**config.mk**
```make
export PLATFORM = sky130hd
export DESIGN_NAME = signed_integer_to_radix_text
export DESIGN_NICKNAME = d
export VERILOG_FILES = /design/src/hdl/sirt_pkg.sv /design/src/hdl/sirt_ctrl.sv /design/src/hdl/sirt_dp.sv /design/src/hdl/signed_integer_to_radix_text.sv
export SDC_FILE = /design/constraint.sdc
export NUM_CORES = 1
export LEC_CHECK = 0
export ABC_CLOCK_PERIOD_IN_PS = 11400
export BUFFER_PORTS_ARGS = -buffer_cell sky130_fd_sc_hd__buf_4
export CORE_AREA = 3 3 207 209
export CTS_CLUSTER_SIZE = 24
export DETAILED_ROUTE_END_ITERATION = 16
export DIE_AREA = 0 0 210 212
export GPL_TIMING_DRIVEN = 1
export PLACE_DENSITY = 0.81
export SLEW_MARGIN = 20
export SYNTH_ARGS = -nofsm -noshare
export SYNTH_HDL_FRONTEND = slang
export SYNTH_SLANG_ARGS = --single-unit
```
**constraint.sdc**
```tcl
create_clock -name clock -period 11.4 [get_ports clock]
set_input_delay 1.71 -clock clock [delete_from_list [all_inputs] [get_ports clock]]
set_output_delay 1.71 -clock clock [all_outputs]
set_load 0.01 [all_outputs]
```
**src/hdl/sirt_pkg.sv**
```systemverilog
`timescale 1ns / 1ps
// ----------------------------------------------------------------------------
// sirt_pkg
// Shared widths, codes, command/status bundles and helper functions for the
// signed integer to radix text converter.
// ----------------------------------------------------------------------------
package sirt_pkg;

   localparam int VALUE_W       = 63;
   localparam int MAG_W         = 64;
   localparam int RADIX_W       = 6;
   localparam int CHAR_W        = 7;
   localparam int DIG_W         = 6;
   localparam int DEPTH         = 64;
   localparam int CNT_W         = $clog2(DEPTH);
   localparam int BITS_PER_STEP = 4;
   localparam int STEPS         = MAG_W / BITS_PER_STEP;
   localparam int STEP_W        = $clog2(STEPS);
   localparam int ADDR_W        = 3;
   localparam int DATA_W        = 32;

   localparam logic [RADIX_W-1:0] RADIX_RESET = 6'd16;
   localparam logic [RADIX_W-1:0] BASE_MIN    = 6'd2;
   localparam logic [RADIX_W-1:0] BASE_MAX    = 6'd36;
   localparam logic [CHAR_W-1:0]  ASCII_MINUS = 7'h2D;
   localparam logic [CHAR_W-1:0]  ASCII_ZERO  = 7'h30;
   localparam logic [CHAR_W-1:0]  ASCII_A     = 7'h41;

   // register index, taken from paddr bit 2
   localparam logic REG_RADIX = 1'b0;

   typedef struct packed {
      logic load;       // take a new item
      logic div_step;   // run one divider step
      logic store;      // push the remainder digit
      logic sign_load;  // put '-' in the output register
      logic char_load;  // put the stacked digit in the output register
   } cmd_type;

   typedef struct packed {
      logic quot_zero;
      logic cnt_full;
      logic negative;
      logic last_digit;
      logic out_free;
   } status_type;

   function automatic logic [RADIX_W-1:0] eff_base(input logic [RADIX_W-1:0] radix);
      logic [RADIX_W-1:0] b;
      b = radix;
      if (radix < BASE_MIN) b = BASE_MIN;
      else if (radix > BASE_MAX) b = BASE_MAX;
      return b;
   endfunction

   function automatic logic [CHAR_W-1:0] digit_char(input logic [DIG_W-1:0] d);
      logic [CHAR_W-1:0] c;
      if (d < 6'd10) c = ASCII_ZERO + CHAR_W'(d);
      else c = ASCII_A + CHAR_W'(d - 6'd10);
      return c;
   endfunction

endpackage

```
**src/hdl/sirt_ctrl.sv**
```systemverilog
`timescale 1ns / 1ps
// ----------------------------------------------------------------------------
// sirt_ctrl
// Sequencer: accept an item, run the divider once per digit, stack digits,
// then play the sign and the digits out most significant first.
// ----------------------------------------------------------------------------
module sirt_ctrl (
   input  logic                clock,
   input  logic                reset,
   input  logic                req_valid,
   output logic                req_stall,
   input  sirt_pkg::status_type status,
   output sirt_pkg::cmd_type   cmd
);

   typedef enum logic [5:0] {
      ST_IDLE  = 6'b000001,
      ST_DIV   = 6'b000010,
      ST_STORE = 6'b000100,
      ST_SIGN  = 6'b001000,
      ST_FETCH = 6'b010000,
      ST_LOAD  = 6'b100000
   } state_type;

   state_type                     state_ff, state_in;
   logic [sirt_pkg::STEP_W-1:0]   step_ff, step_in;

   assign req_stall = (state_ff != ST_IDLE);

   always_comb begin
      state_in = state_ff;
      step_in  = step_ff;
      cmd      = '0;
      case (state_ff)
         ST_IDLE: begin
            step_in = '0;
            if (req_valid) begin
               cmd.load = 1'b1;
               state_in = ST_DIV;
            end
         end
         ST_DIV: begin
            cmd.div_step = 1'b1;
            step_in      = step_ff + 1'b1;
            if (step_ff == sirt_pkg::STEP_W'(sirt_pkg::STEPS - 1)) begin
               state_in = ST_STORE;
            end
         end
         ST_STORE: begin
            cmd.store = 1'b1;
            step_in   = '0;
            if (status.quot_zero || status.cnt_full) begin
               state_in = status.negative ? ST_SIGN : ST_FETCH;
            end else begin
               state_in = ST_DIV;
            end
         end
         ST_SIGN: begin
            if (status.out_free) begin
               cmd.sign_load = 1'b1;
               state_in      = ST_FETCH;
            end
         end
         ST_FETCH: begin
            state_in = ST_LOAD;   // stack read data lands next cycle
         end
         ST_LOAD: begin
            if (status.out_free) begin
               cmd.char_load = 1'b1;
               state_in      = status.last_digit ? ST_IDLE : ST_FETCH;
            end
         end
         default: begin
            state_in = ST_IDLE;
         end
      endcase
   end

   always_ff @(posedge clock) begin
      if (reset) begin
         state_ff <= ST_IDLE;
         step_ff  <= '0;
      end else begin
         state_ff <= state_in;
         step_ff  <= step_in;
      end
   end

endmodule

```
**src/hdl/sirt_dp.sv**
```systemverilog
`timescale 1ns / 1ps
// ----------------------------------------------------------------------------
// sirt_dp
// Datapath: magnitude/quotient shift register with a radix-16 restoring
// divider step, digit stack memory and the output register.
// ----------------------------------------------------------------------------
module sirt_dp (
   input  logic                                clock,
   input  logic                                reset,
   input  sirt_pkg::cmd_type                   cmd,
   output sirt_pkg::status_type                status,
   input  logic [sirt_pkg::RADIX_W-1:0]        base,
   input  logic signed [sirt_pkg::VALUE_W-1:0] req_value,
   output logic                                rsp_valid,
   input  logic                                rsp_stall,
   output logic [sirt_pkg::CHAR_W-1:0]         rsp_text_char,
   output logic                                rsp_last_char
);

   logic [sirt_pkg::MAG_W-1:0]   quot_ff, quot_in;
   logic [sirt_pkg::DIG_W-1:0]   rem_ff, rem_in;
   logic                         neg_ff, neg_in;
   logic [sirt_pkg::CNT_W-1:0]   cnt_ff, cnt_in;
   logic [sirt_pkg::DIG_W-1:0]   stack_mem [sirt_pkg::DEPTH];
   logic [sirt_pkg::DIG_W-1:0]   rd_data_ff;
   logic [sirt_pkg::CNT_W-1:0]   rd_addr;
   logic                         rsp_valid_ff, rsp_valid_in;
   logic [sirt_pkg::CHAR_W-1:0]  rsp_char_ff, rsp_char_in;
   logic                         rsp_last_ff, rsp_last_in;
   logic [sirt_pkg::MAG_W-1:0]   step_quot;
   logic [sirt_pkg::DIG_W-1:0]   step_rem;
   logic [sirt_pkg::MAG_W-1:0]   load_mag;

   // -2^62 .. -1 map to magnitudes 2^62 .. 1
   assign load_mag = req_value[sirt_pkg::VALUE_W-1]
                   ? ({1'b1, {(sirt_pkg::MAG_W-1){1'b0}}} - {1'b0, req_value})
                   : {1'b0, req_value};

   // four restoring steps; remainder stays below base
   always_comb begin
      logic [sirt_pkg::DIG_W:0]   r;
      logic [sirt_pkg::MAG_W-1:0] q;
      logic [sirt_pkg::DIG_W-1:0] rm;
      q  = quot_ff;
      rm = rem_ff;
      for (int i = 0; i < sirt_pkg::BITS_PER_STEP; i++) begin
         r = {rm, q[sirt_pkg::MAG_W-1]};
         q = {q[sirt_pkg::MAG_W-2:0], 1'b0};
         if (r >= {1'b0, base}) begin
            r    = r - {1'b0, base};
            q[0] = 1'b1;
         end
         rm = r[sirt_pkg::DIG_W-1:0];
      end
      step_quot = q;
      step_rem  = rm;
   end

   assign rd_addr = cnt_ff - 1'b1;

   always_comb begin
      quot_in      = quot_ff;
      rem_in       = rem_ff;
      neg_in       = neg_ff;
      cnt_in       = cnt_ff;
      rsp_char_in  = rsp_char_ff;
      rsp_last_in  = rsp_last_ff;
      rsp_valid_in = rsp_stall ? rsp_valid_ff : 1'b0;
      if (cmd.load) begin
         quot_in = load_mag;
         rem_in  = '0;
         neg_in  = req_value[sirt_pkg::VALUE_W-1];
         cnt_in  = '0;
      end
      if (cmd.div_step) begin
         quot_in = step_quot;
         rem_in  = step_rem;
      end
      if (cmd.store) begin
         rem_in = '0;
         cnt_in = cnt_ff + 1'b1;
      end
      if (cmd.sign_load) begin
         rsp_valid_in = 1'b1;
         rsp_char_in  = sirt_pkg::ASCII_MINUS;
         rsp_last_in  = 1'b0;
      end
      if (cmd.char_load) begin
         rsp_valid_in = 1'b1;
         rsp_char_in  = sirt_pkg::digit_char(rd_data_ff);
         rsp_last_in  = status.last_digit;
         cnt_in       = cnt_ff - 1'b1;
      end
   end

   always_comb begin
      status.quot_zero  = (quot_ff == '0);
      status.cnt_full   = (cnt_ff == sirt_pkg::CNT_W'(sirt_pkg::DEPTH - 2));
      status.negative   = neg_ff;
      status.last_digit = (cnt_ff == sirt_pkg::CNT_W'(1));
      status.out_free   = !rsp_valid_ff || !rsp_stall;
   end

   always_ff @(posedge clock) begin
      if (cmd.store) begin
         stack_mem[cnt_ff] <= rem_ff;
      end
      rd_data_ff <= stack_mem[rd_addr];
   end

   always_ff @(posedge clock) begin
      quot_ff     <= quot_in;
      rem_ff      <= rem_in;
      neg_ff      <= neg_in;
      cnt_ff      <= cnt_in;
      rsp_char_ff <= rsp_char_in;
      rsp_last_ff <= rsp_last_in;
   end

   always_ff @(posedge clock) begin
      if (reset) begin
         rsp_valid_ff <= 1'b0;
      end else begin
         rsp_valid_ff <= rsp_valid_in;
      end
   end

   assign rsp_valid     = rsp_valid_ff;
   assign rsp_text_char = rsp_char_ff;
   assign rsp_last_char = rsp_last_ff;

endmodule

```
**src/hdl/signed_integer_to_radix_text.sv**
```systemverilog
`timescale 1ns / 1ps
// ----------------------------------------------------------------------------
// signed_integer_to_radix_text
// Converts a 63-bit signed integer to ASCII text in a programmable base.
// ----------------------------------------------------------------------------
// One item in, one or more characters out: '-' for a negative value, then
// the digits of the magnitude most significant first ('0'-'9', 'A'-'Z'),
// with rsp_last_char set on the final one. The base comes from the radix
// register (byte address 0, reset 16); 0 and 1 act as 2, 37..63 as 36.
// Each digit comes from one full division of the 64-bit magnitude by the
// base in the shared divider, which takes four quotient bits per cycle, and
// is then pushed on the stack. The digits are then read back from the stack
// into the output register, each through a fetch and a load state, after
// the sign for a negative value. req_stall stays high until the final
// character is in the output register, so the next item can be taken while
// that character waits.
// ----------------------------------------------------------------------------
module signed_integer_to_radix_text (
   input  logic                                clock,
   input  logic                                reset,
   input  logic                                req_valid,
   output logic                                req_stall,
   input  logic signed [sirt_pkg::VALUE_W-1:0] req_value,
   output logic                                rsp_valid,
   input  logic                                rsp_stall,
   output logic [sirt_pkg::CHAR_W-1:0]         rsp_text_char,
   output logic                                rsp_last_char,
   input  logic                                psel,
   input  logic                                penable,
   input  logic                                pwrite,
   input  logic [sirt_pkg::ADDR_W-1:0]         paddr,
   input  logic [sirt_pkg::DATA_W-1:0]         pwdata,
   output logic [sirt_pkg::DATA_W-1:0]         prdata,
   output logic                                pready
);

   logic [sirt_pkg::RADIX_W-1:0] radix_ff, radix_in;
   logic [sirt_pkg::RADIX_W-1:0] base;
   sirt_pkg::cmd_type            cmd;
   sirt_pkg::status_type         status;

   assign pready = 1'b1;

   always_comb begin
      radix_in = radix_ff;
      if (psel && penable && pwrite && (paddr[2] == sirt_pkg::REG_RADIX)) begin
         radix_in = pwdata[sirt_pkg::RADIX_W-1:0];
      end
   end

   always_ff @(posedge clock) begin
      if (reset) begin
         radix_ff <= sirt_pkg::RADIX_RESET;
      end else begin
         radix_ff <= radix_in;
      end
   end

   assign prdata = (paddr[2] == sirt_pkg::REG_RADIX)
                 ? {{(sirt_pkg::DATA_W-sirt_pkg::RADIX_W){1'b0}}, radix_ff}
                 : '0;

   assign base = sirt_pkg::eff_base(radix_ff);

   sirt_ctrl u_ctrl (
      .clock     (clock),
      .reset     (reset),
      .req_valid (req_valid),
      .req_stall (req_stall),
      .status    (status),
      .cmd       (cmd)
   );

   sirt_dp u_dp (
      .clock         (clock),
      .reset         (reset),
      .cmd           (cmd),
      .status        (status),
      .base          (base),
      .req_value     (req_value),
      .rsp_valid     (rsp_valid),
      .rsp_stall     (rsp_stall),
      .rsp_text_char (rsp_text_char),
      .rsp_last_char (rsp_last_char)
   );

endmodule

```
# After elaboration in Yosys (flattened, before gate mapping)
# Memories as Yosys holds them, arrays and structs flattened. A register that Yosys moved wholly into a read port is not among the register bits.
# Index checks and enable logic that the tools add are counted.
# word_totals
out_inout_bits	43
memories	1
elab_cells	103
reg_bits	102
input_bits	105
mem_bits_rw	384
# op_classes
n_reduce_logical	14
bitwise	1
muxes	44
add_sub_neg	11
magnitude_cmp	7
eq_ne	15
# mem_list
memory	words	word_bits	read_ports	rd_ports_with_merged_regs	write_ports	line	text
u_dp.stack_mem	64	6	1	1	1	sirt_dp.sv:24	logic [sirt_pkg::DIG_W-1:0] stack_mem [sirt_pkg::DEPTH];
# ops
cell	n
64-bit 2-to-1 mux	3
6-bit 2-to-1 mux	16
64-bit zero test	1
64-bit by 63-bit subtractor with 64-bit output, first input constant	1
6-bit case mux with 6 select lines	1
7-bit by 6-bit greater-or-equal comparator with 1-bit output	4
6-bit subtractor	4
7-bit 2-to-1 mux	3
1-bit 2-to-1 mux	18
6-bit by 1-bit == test with 1-bit output, second input constant	2
6-bit == test, second input constant	2
5-bit 2-to-1 mux	2
4-bit case mux with 2 select lines	1
6-bit by 6-bit adder with 7-bit output, first input constant	1
7-bit adder, first input constant	1
6-bit by 4-bit subtractor with 7-bit output, second input constant	1
6-bit by 1-bit adder with 6-bit output, second input constant	1
6-bit by 2-bit == test with 1-bit output, second input constant	1
6-bit by 3-bit == test with 1-bit output, second input constant	1
6-bit by 4-bit == test with 1-bit output, second input constant	1
6-bit by 5-bit == test with 1-bit output, second input constant	1
6-bit > comparator, second input constant	1
6-bit by 2-bit < comparator with 1-bit output, second input constant	1
6-bit by 4-bit < comparator with 1-bit output, second input constant	1
15 further kinds	23

# Longest topological paths before layout
# logic_depth
depth_word	12
ltp_mapped	39
ltp_nobuf	37

# Modules after synthesis
# From an unflattened synthesis, not the netlist that was laid out.
# hier_totals
cells_unflattened	1470
area_unflattened_um2	22542.9
# by_module_without_submodules
mod	instances	cells_each	area_each_um2
sirt_dp	1	1327	21370.5
signed_integer_to_radix_text	1	73	600.6
sirt_ctrl	1	70	571.8

# Least setup slack after synthesis
# Ideal clock, no wire load.
# synth_timing
path_kind	flip-flop to flip-flop
from	register u_dp.rem_ff[1] (netlist name)
to	register u_dp.rem_ff[3] (netlist name)
setup_time_ns	0.116
path_slack_ns	2.803
arrival_time_ns	8.481
required_time_ns	11.284
stages_incl_launch_ff	34
cell_sequence	dfxtp_1 > ha_1 > a21oi_1 > nand2_1 > o221a_2 > or2_1 > buf_2 > o21ai_0 > inv_1 > ha_1 > nor2b_1 > o31a_1 > o31a_1 > or3_1 > or3_1 > buf_2 > mux2_2 > ha_1 > a21o_1 > a221oi_1 > nand2_1 > a21oi_1 > a21oi_1 > or2_2 > ha_1 > nor2b_1 > o21ai_0 > a21oi_1 > o21ai_0 > a21boi_0 > a311oi_1 > nand4b_2 > a32o_1 > a31o_2
# synth_between
elab_chain_len	9
word_cells_on_any_way	13
cone_classes	add/sub: 4; order compare: 4; mux: 5
# synth_rtl
item	line	text
from (decl)	sirt_dp.sv:21	logic [sirt_pkg::DIG_W-1:0] rem_ff, rem_in;
from (signal assigned)	sirt_dp.sv:113	rem_ff <= rem_in;
6-bit subtractor or 7-bit by 6-bit greater-or-equal comparator with 1-bit output (tied branches)	sirt_dp.sv:50, sirt_dp.sv:49	
6-bit 2-to-1 mux *	sirt_dp.sv:49	if (r >= {1'b0, base}) begin
6-bit subtractor or 7-bit by 6-bit greater-or-equal comparator with 1-bit output (tied branches)	sirt_dp.sv:50, sirt_dp.sv:49	
6-bit 2-to-1 mux *	sirt_dp.sv:49	
7-bit by 6-bit greater-or-equal comparator with 1-bit output or 6-bit subtractor (tied branches)	sirt_dp.sv:49, sirt_dp.sv:50	
6-bit 2-to-1 mux *	sirt_dp.sv:49	
6-bit subtractor or 7-bit by 6-bit greater-or-equal comparator with 1-bit output (tied branches)	sirt_dp.sv:50, sirt_dp.sv:49	
6-bit 2-to-1 mux *	sirt_dp.sv:49	
6-bit 2-to-1 mux *	sirt_dp.sv:75	if (cmd.div_step) begin
# Every way passes the cells marked *; elsewhere a longest branch is shown, timed or not.
# A chain may end at the register's enable or synchronous reset.

# Worst setup path in the final report
# layout_timing
from	register radix_ff[3] (netlist name)
to	register u_dp.rem_ff[5] (netlist name)
# layout_between
elab_chain_len	12
word_cells_on_any_way	17
cone_classes	add/sub: 4; order compare: 6; mux: 7
# layout_rtl
item	line	text
from (decl)	signed_integer_to_radix_text.sv:37	logic [sirt_pkg::RADIX_W-1:0] radix_ff, radix_in;
from (signal assigned)	signed_integer_to_radix_text.sv:53	radix_ff <= sirt_pkg::RADIX_RESET;
from (signal assigned)	signed_integer_to_radix_text.sv:55	radix_ff <= radix_in;
6-bit > comparator	sirt_pkg.sv:52	else if (radix > BASE_MAX) b = BASE_MAX;
6-bit 2-to-1 mux	sirt_pkg.sv:52	
6-bit 2-to-1 mux *	sirt_pkg.sv:51	if (radix < BASE_MIN) b = BASE_MIN;
6-bit subtractor or 7-bit by 6-bit greater-or-equal comparator with 1-bit output (tied branches)	sirt_dp.sv:50, sirt_dp.sv:49	
6-bit 2-to-1 mux	sirt_dp.sv:49	
6-bit subtractor or 7-bit by 6-bit greater-or-equal comparator with 1-bit output (tied branches)	sirt_dp.sv:50, sirt_dp.sv:49	
6-bit 2-to-1 mux	sirt_dp.sv:49	
6-bit subtractor or 7-bit by 6-bit greater-or-equal comparator with 1-bit output (tied branches)	sirt_dp.sv:50, sirt_dp.sv:49	
6-bit 2-to-1 mux	sirt_dp.sv:49	
6-bit subtractor or 7-bit by 6-bit greater-or-equal comparator with 1-bit output (tied branches)	sirt_dp.sv:50, sirt_dp.sv:49	
6-bit 2-to-1 mux *	sirt_dp.sv:49	
6-bit 2-to-1 mux *	sirt_dp.sv:75	
# Marks and branches as above.

==> results.md <==
Detailed routing:
- The first-iteration detailed-routing DRC count is 1706.
- The antenna violation net count after detailed routing is 0.
- In the routed layout, each cell is associated on average with a via count of roughly 6.2.
- The length of routed met3 wiring is about 3.7 mm.
- The final route contains roughly 13000 vias.
- Dividing the detail-routed wire length by the instance count gives 23.0 um.
- The wire length after detailed routing is 49.5 mm.
- The met1 routed wirelength after detailed routing is 19.2 mm.
- The highest layer touched by signal routing is met4.
- The final routed DRC violation total is 0.
- The total met2 wirelength after detailed routing is 25.4 mm.
- The count of TritonRoute iterations in the first routing pass is 6.

Clock network:
- The clock reaches the later pin of the worst-skew pair after 0.59 ns.
- Gates resized during post-CTS repair numbered 0.
- The largest buffer count on any clock path is 3.
- The number of hold buffers added after CTS was 0.
- The number of clock buffers added by TritonCTS is 49.
- The clock drives 492 sinks.
- The master cell of the clock root buffer is clkbuf_16.
- Clock-pin slew was measured on the worst setup and hold paths at 0.06 ns.
- The TritonCTS clock tree is built.
- The H-tree was split into 2 levels.
- The number of setup buffers added after CTS is 0.

Logic synthesis:
- By area the synthesized netlist is led by edfxtp_1, mux4_2, xor2_1.
- The most frequently used flop master after synthesis is edfxtp_1.
- After synthesis, the netlist uses 78 different library cells.
- The portion of synthesized cell area occupied by the leading cell type is between 60 and 70%.
- The fraction of synthesis flops using an asynchronous set or reset pin is 0%.
- Each instance of the synthesized netlist takes up on average 15.1 sq um.
- The portion of the post-synthesis area used by sequential elements is 64.3%.
- Of all cell types, the one taking the most synthesized area is edfxtp_1.
- The count of flip-flops with a built-in enable after synthesis is 463.
- The most frequently used cell type in the post-synthesis netlist is edfxtp_1.
- The synthesized netlist occupies a cell area of 22500 sq um.
- The number of standard cells after synthesis is 1495.
- After synthesis the netlist holds a flip-flop and latch count of 492.
- By count the netlist is led by edfxtp_1, nand2_1, nor2_1, mux4_2, o21ai_0.
- For this run, the number of Yosys warnings is 0.

Worst hold path:
- The worst hold path begins at u_ctrl.step_ff[1]$_SDFFE_PP0P_.
- The min-delay analysis places its worst path in the category reg -> reg.

Pwr:
- In this run the power density over the cells is 293 nW/um^2.
- The maximum resistive drop on vdd is 0.533 mV.
- For this design the static power due to leakage is 8.51 nW.

Global routing:
- For this run, the total global-route usage over all layers was measured as approximately 22%.
- After global routing the overflow that remains totals 0.
- The wire length of the first global-routing pass is a little under 80 mm.
- The via count of the first global-routing pass is between 10000 and 15000.
- The pin count of the biggest net entering global routing is 129.
- The initial antenna violation count came to 0.

Critical path:
- The worst setup path is captured at a register.
- The startpoint of the worst setup timing path is radix_ff[3]$_SDFFE_PP0P_.
- The source of the worst register-to-register timing path is radix_ff[3]$_SDFFE_PP0P_.
- The largest single stage delay on the critical path is between 0.7 and 0.8 ns.
- Along the worst path, the maximum fanout reaches 9.
- The critical path data required time is 11.87 ns.
- The worst setup path category is reg -> reg.
- The data arrival time of the worst path is between 10 and 15 ns.
- The slowest cell on the critical path is o21ai_0.
- The worst setup path is launched from a register.

Run status:
- The run finished with clean final reports.

Die:
- Row generation in the floorplan step produced 74 rows.
- The region available for standard cell placement spans about 40000 sq um.
- The overall die area is 44500 sq um.
- For this configuration, the core starts out at a cell density of 54.9%.
- The floorplan step set the die height to ~210 um.
- Measured along the x axis, the die boundary spans 210 um.
- 148 I/O pins were placed.

STA:
- The total negative slack is 0 ns.
- The final worst clock skew is between 0.02 and 0.03 ns.
- The slew of the pin with the lowest slew margin is 1.07 ns.
- For this run, the top clock speed supported by timing is 0.104 GHz.
- The number of failing setup endpoints in the final timing report is 0.
- The final hold violation count was 0.
- Hold timing on the final database bottoms out at a slack of 0.487 ns.
- The post-route minimum period is 9.59 ns.
- The final critical-path share of the clock period is 84.1%.
- The number of pins exceeding their max-slew limit in the final report is 0.
- Measured against its own limit, the worst slew margin works out to 28.1%.
- Setup repair after global routing left no endpoint under its margin.

Cells and area:
- 0 antenna diodes ended up in the layout.
- The number of nets in the finished design is 1725.
- Cells with a size suffix above 1 make up 21.1% of the layout.
- From synthesis to final layout, the design area changed by 12.4%.
- The layout has 2865 filler cells.

Placed design:
- The placer's final routability congestion estimate is ~0.9.
- The number of buffer cells added on primary ports is 92.
- Detailed placement finished with a half-perimeter wire length of 30.9 mm.

Run:
- The tool flagged a number of max-cap violations equal to 0.
power by group:
| part | total [W] | switching [W] | internal, W |
|---|---|---|---|
| Clock | 0.00163 | 0.000673 | 0.000957 |
| Combinational | 0.00339 | 0.00204 | 0.00135 |
| Sequential | 0.00241 | 0.0000931 | 0.00232 |
logic make-up (layout without fill, tap and decap cells):
kind of cell	after synthesis	after routing	synth area share, %
AND/OR/NAND/NOR	399	399	8.51
multiplexers	143	143	13.1
other	2	27	0.0334
XOR/XNOR	85	85	3.31
flip-flops	492	492	64.3
AO/OA/AOI/OAI	212	212	6.00
adder cells (fa/ha/maj)	37	37	2.19
buffers and inverters	125	227	2.58
registers in the layout, summed over array words and instances (netlist names):
name / cells
u_dp.rsp_last_char: 1
u_dp.rsp_text_char: 7
u_dp.rem_ff: 6
u_ctrl.step_ff: 4
u_dp.rsp_valid: 1
u_dp.stack_mem: 384
u_dp.cnt_ff: 6
u_ctrl.state_ff: 6
radix_ff: 6
u_dp.rd_data_ff: 6
u_dp.neg_ff: 1
u_dp.quot_ff: 64
cells in the final DEF (no fill, tap or decap), drive strengths merged, types with 4 or more instances in the layout:
cell and instances:
o21a 6, mux2i 16, o31a 4, nor3 16, mux4 120, nor2 122
or4 7, o22ai 4, dfxtp 29, mux2 7, nand3 25, o41ai 5
xnor2 15, or3 20, buf 105, nand4 11, clkbuf 71, inv 33
clkinv 12, nor4 23, a211oi 7, fa 4, ha 33, edfxtp 463
xor2 70, bufinv 4, nand2 127, a21oi 39, or2 6, o21ai 92
nor2b 19, a21o 7, conb 27, and3 4, o31ai 21, nand4b 4
final timing paths:
path / end / slack (ns) / cells past startpoint
worst min-delay path: u_ctrl.step_ff[1]$_SDFFE_PP0P_ / 0.49 / 2
worst max register to register: u_dp.rem_ff[5]$_SDFFE_PP0P_ / 1.81 / 34
worst max-delay path: u_dp.rem_ff[5]$_SDFFE_PP0P_ / 1.81 / 34
worst min register to register: u_ctrl.step_ff[1]$_SDFFE_PP0P_ / 0.49 / 2
layer usage:
layer	vias to the layer above	global-route usage, %
met5	-	0
met4	0	7.18
met3	94	4.15
met2	586	38.9
met1	6657	29.1
li1	5928	-
layout make-up:
cell class | count | area (sq um) | area share (%)
Inverter | 32 | 121 | 0.479
Clock buffer | 71 | 1420 | 5.62
Sequential cell | 492 | 14500 | 57.3
Tap cell | 532 | 666 | 2.63
Timing Repair Buffer | 105 | 801 | 3.16
Clock inverter | 19 | 208 | 0.821
Multi-Input combinational cell | 903 | 7600 | 30.0
through the flow:
stage	util (%)	setup slack, ns	power [W]	instances	area, sq um
after floorplan	-	2.80	0.00496	1520	22600
after global placement	57.7	2.32	0.00557	2064	23700
after detailed placement	57.7	2.07	0.00574	2064	23700
after CTS	61.7	1.98	0.00738	2154	25300
after global routing	61.7	1.15	0.00785	2154	25300
final	61.7	1.81	0.00743	2154	25300
worst max-delay path, delay by kind of cell, from the launching register on:
family | cells | cell delay (ns)
AO/OA/AOI/OAI | 16 | 4.82
AND/OR/NAND/NOR | 11 | 2.49
adder cells (fa/ha/maj) | 4 | 1.24
flip-flops | 1 | 0.40
multiplexers | 1 | 0.36
buffers and inverters | 2 | 0.19
(Power assumes the default switching activity.)
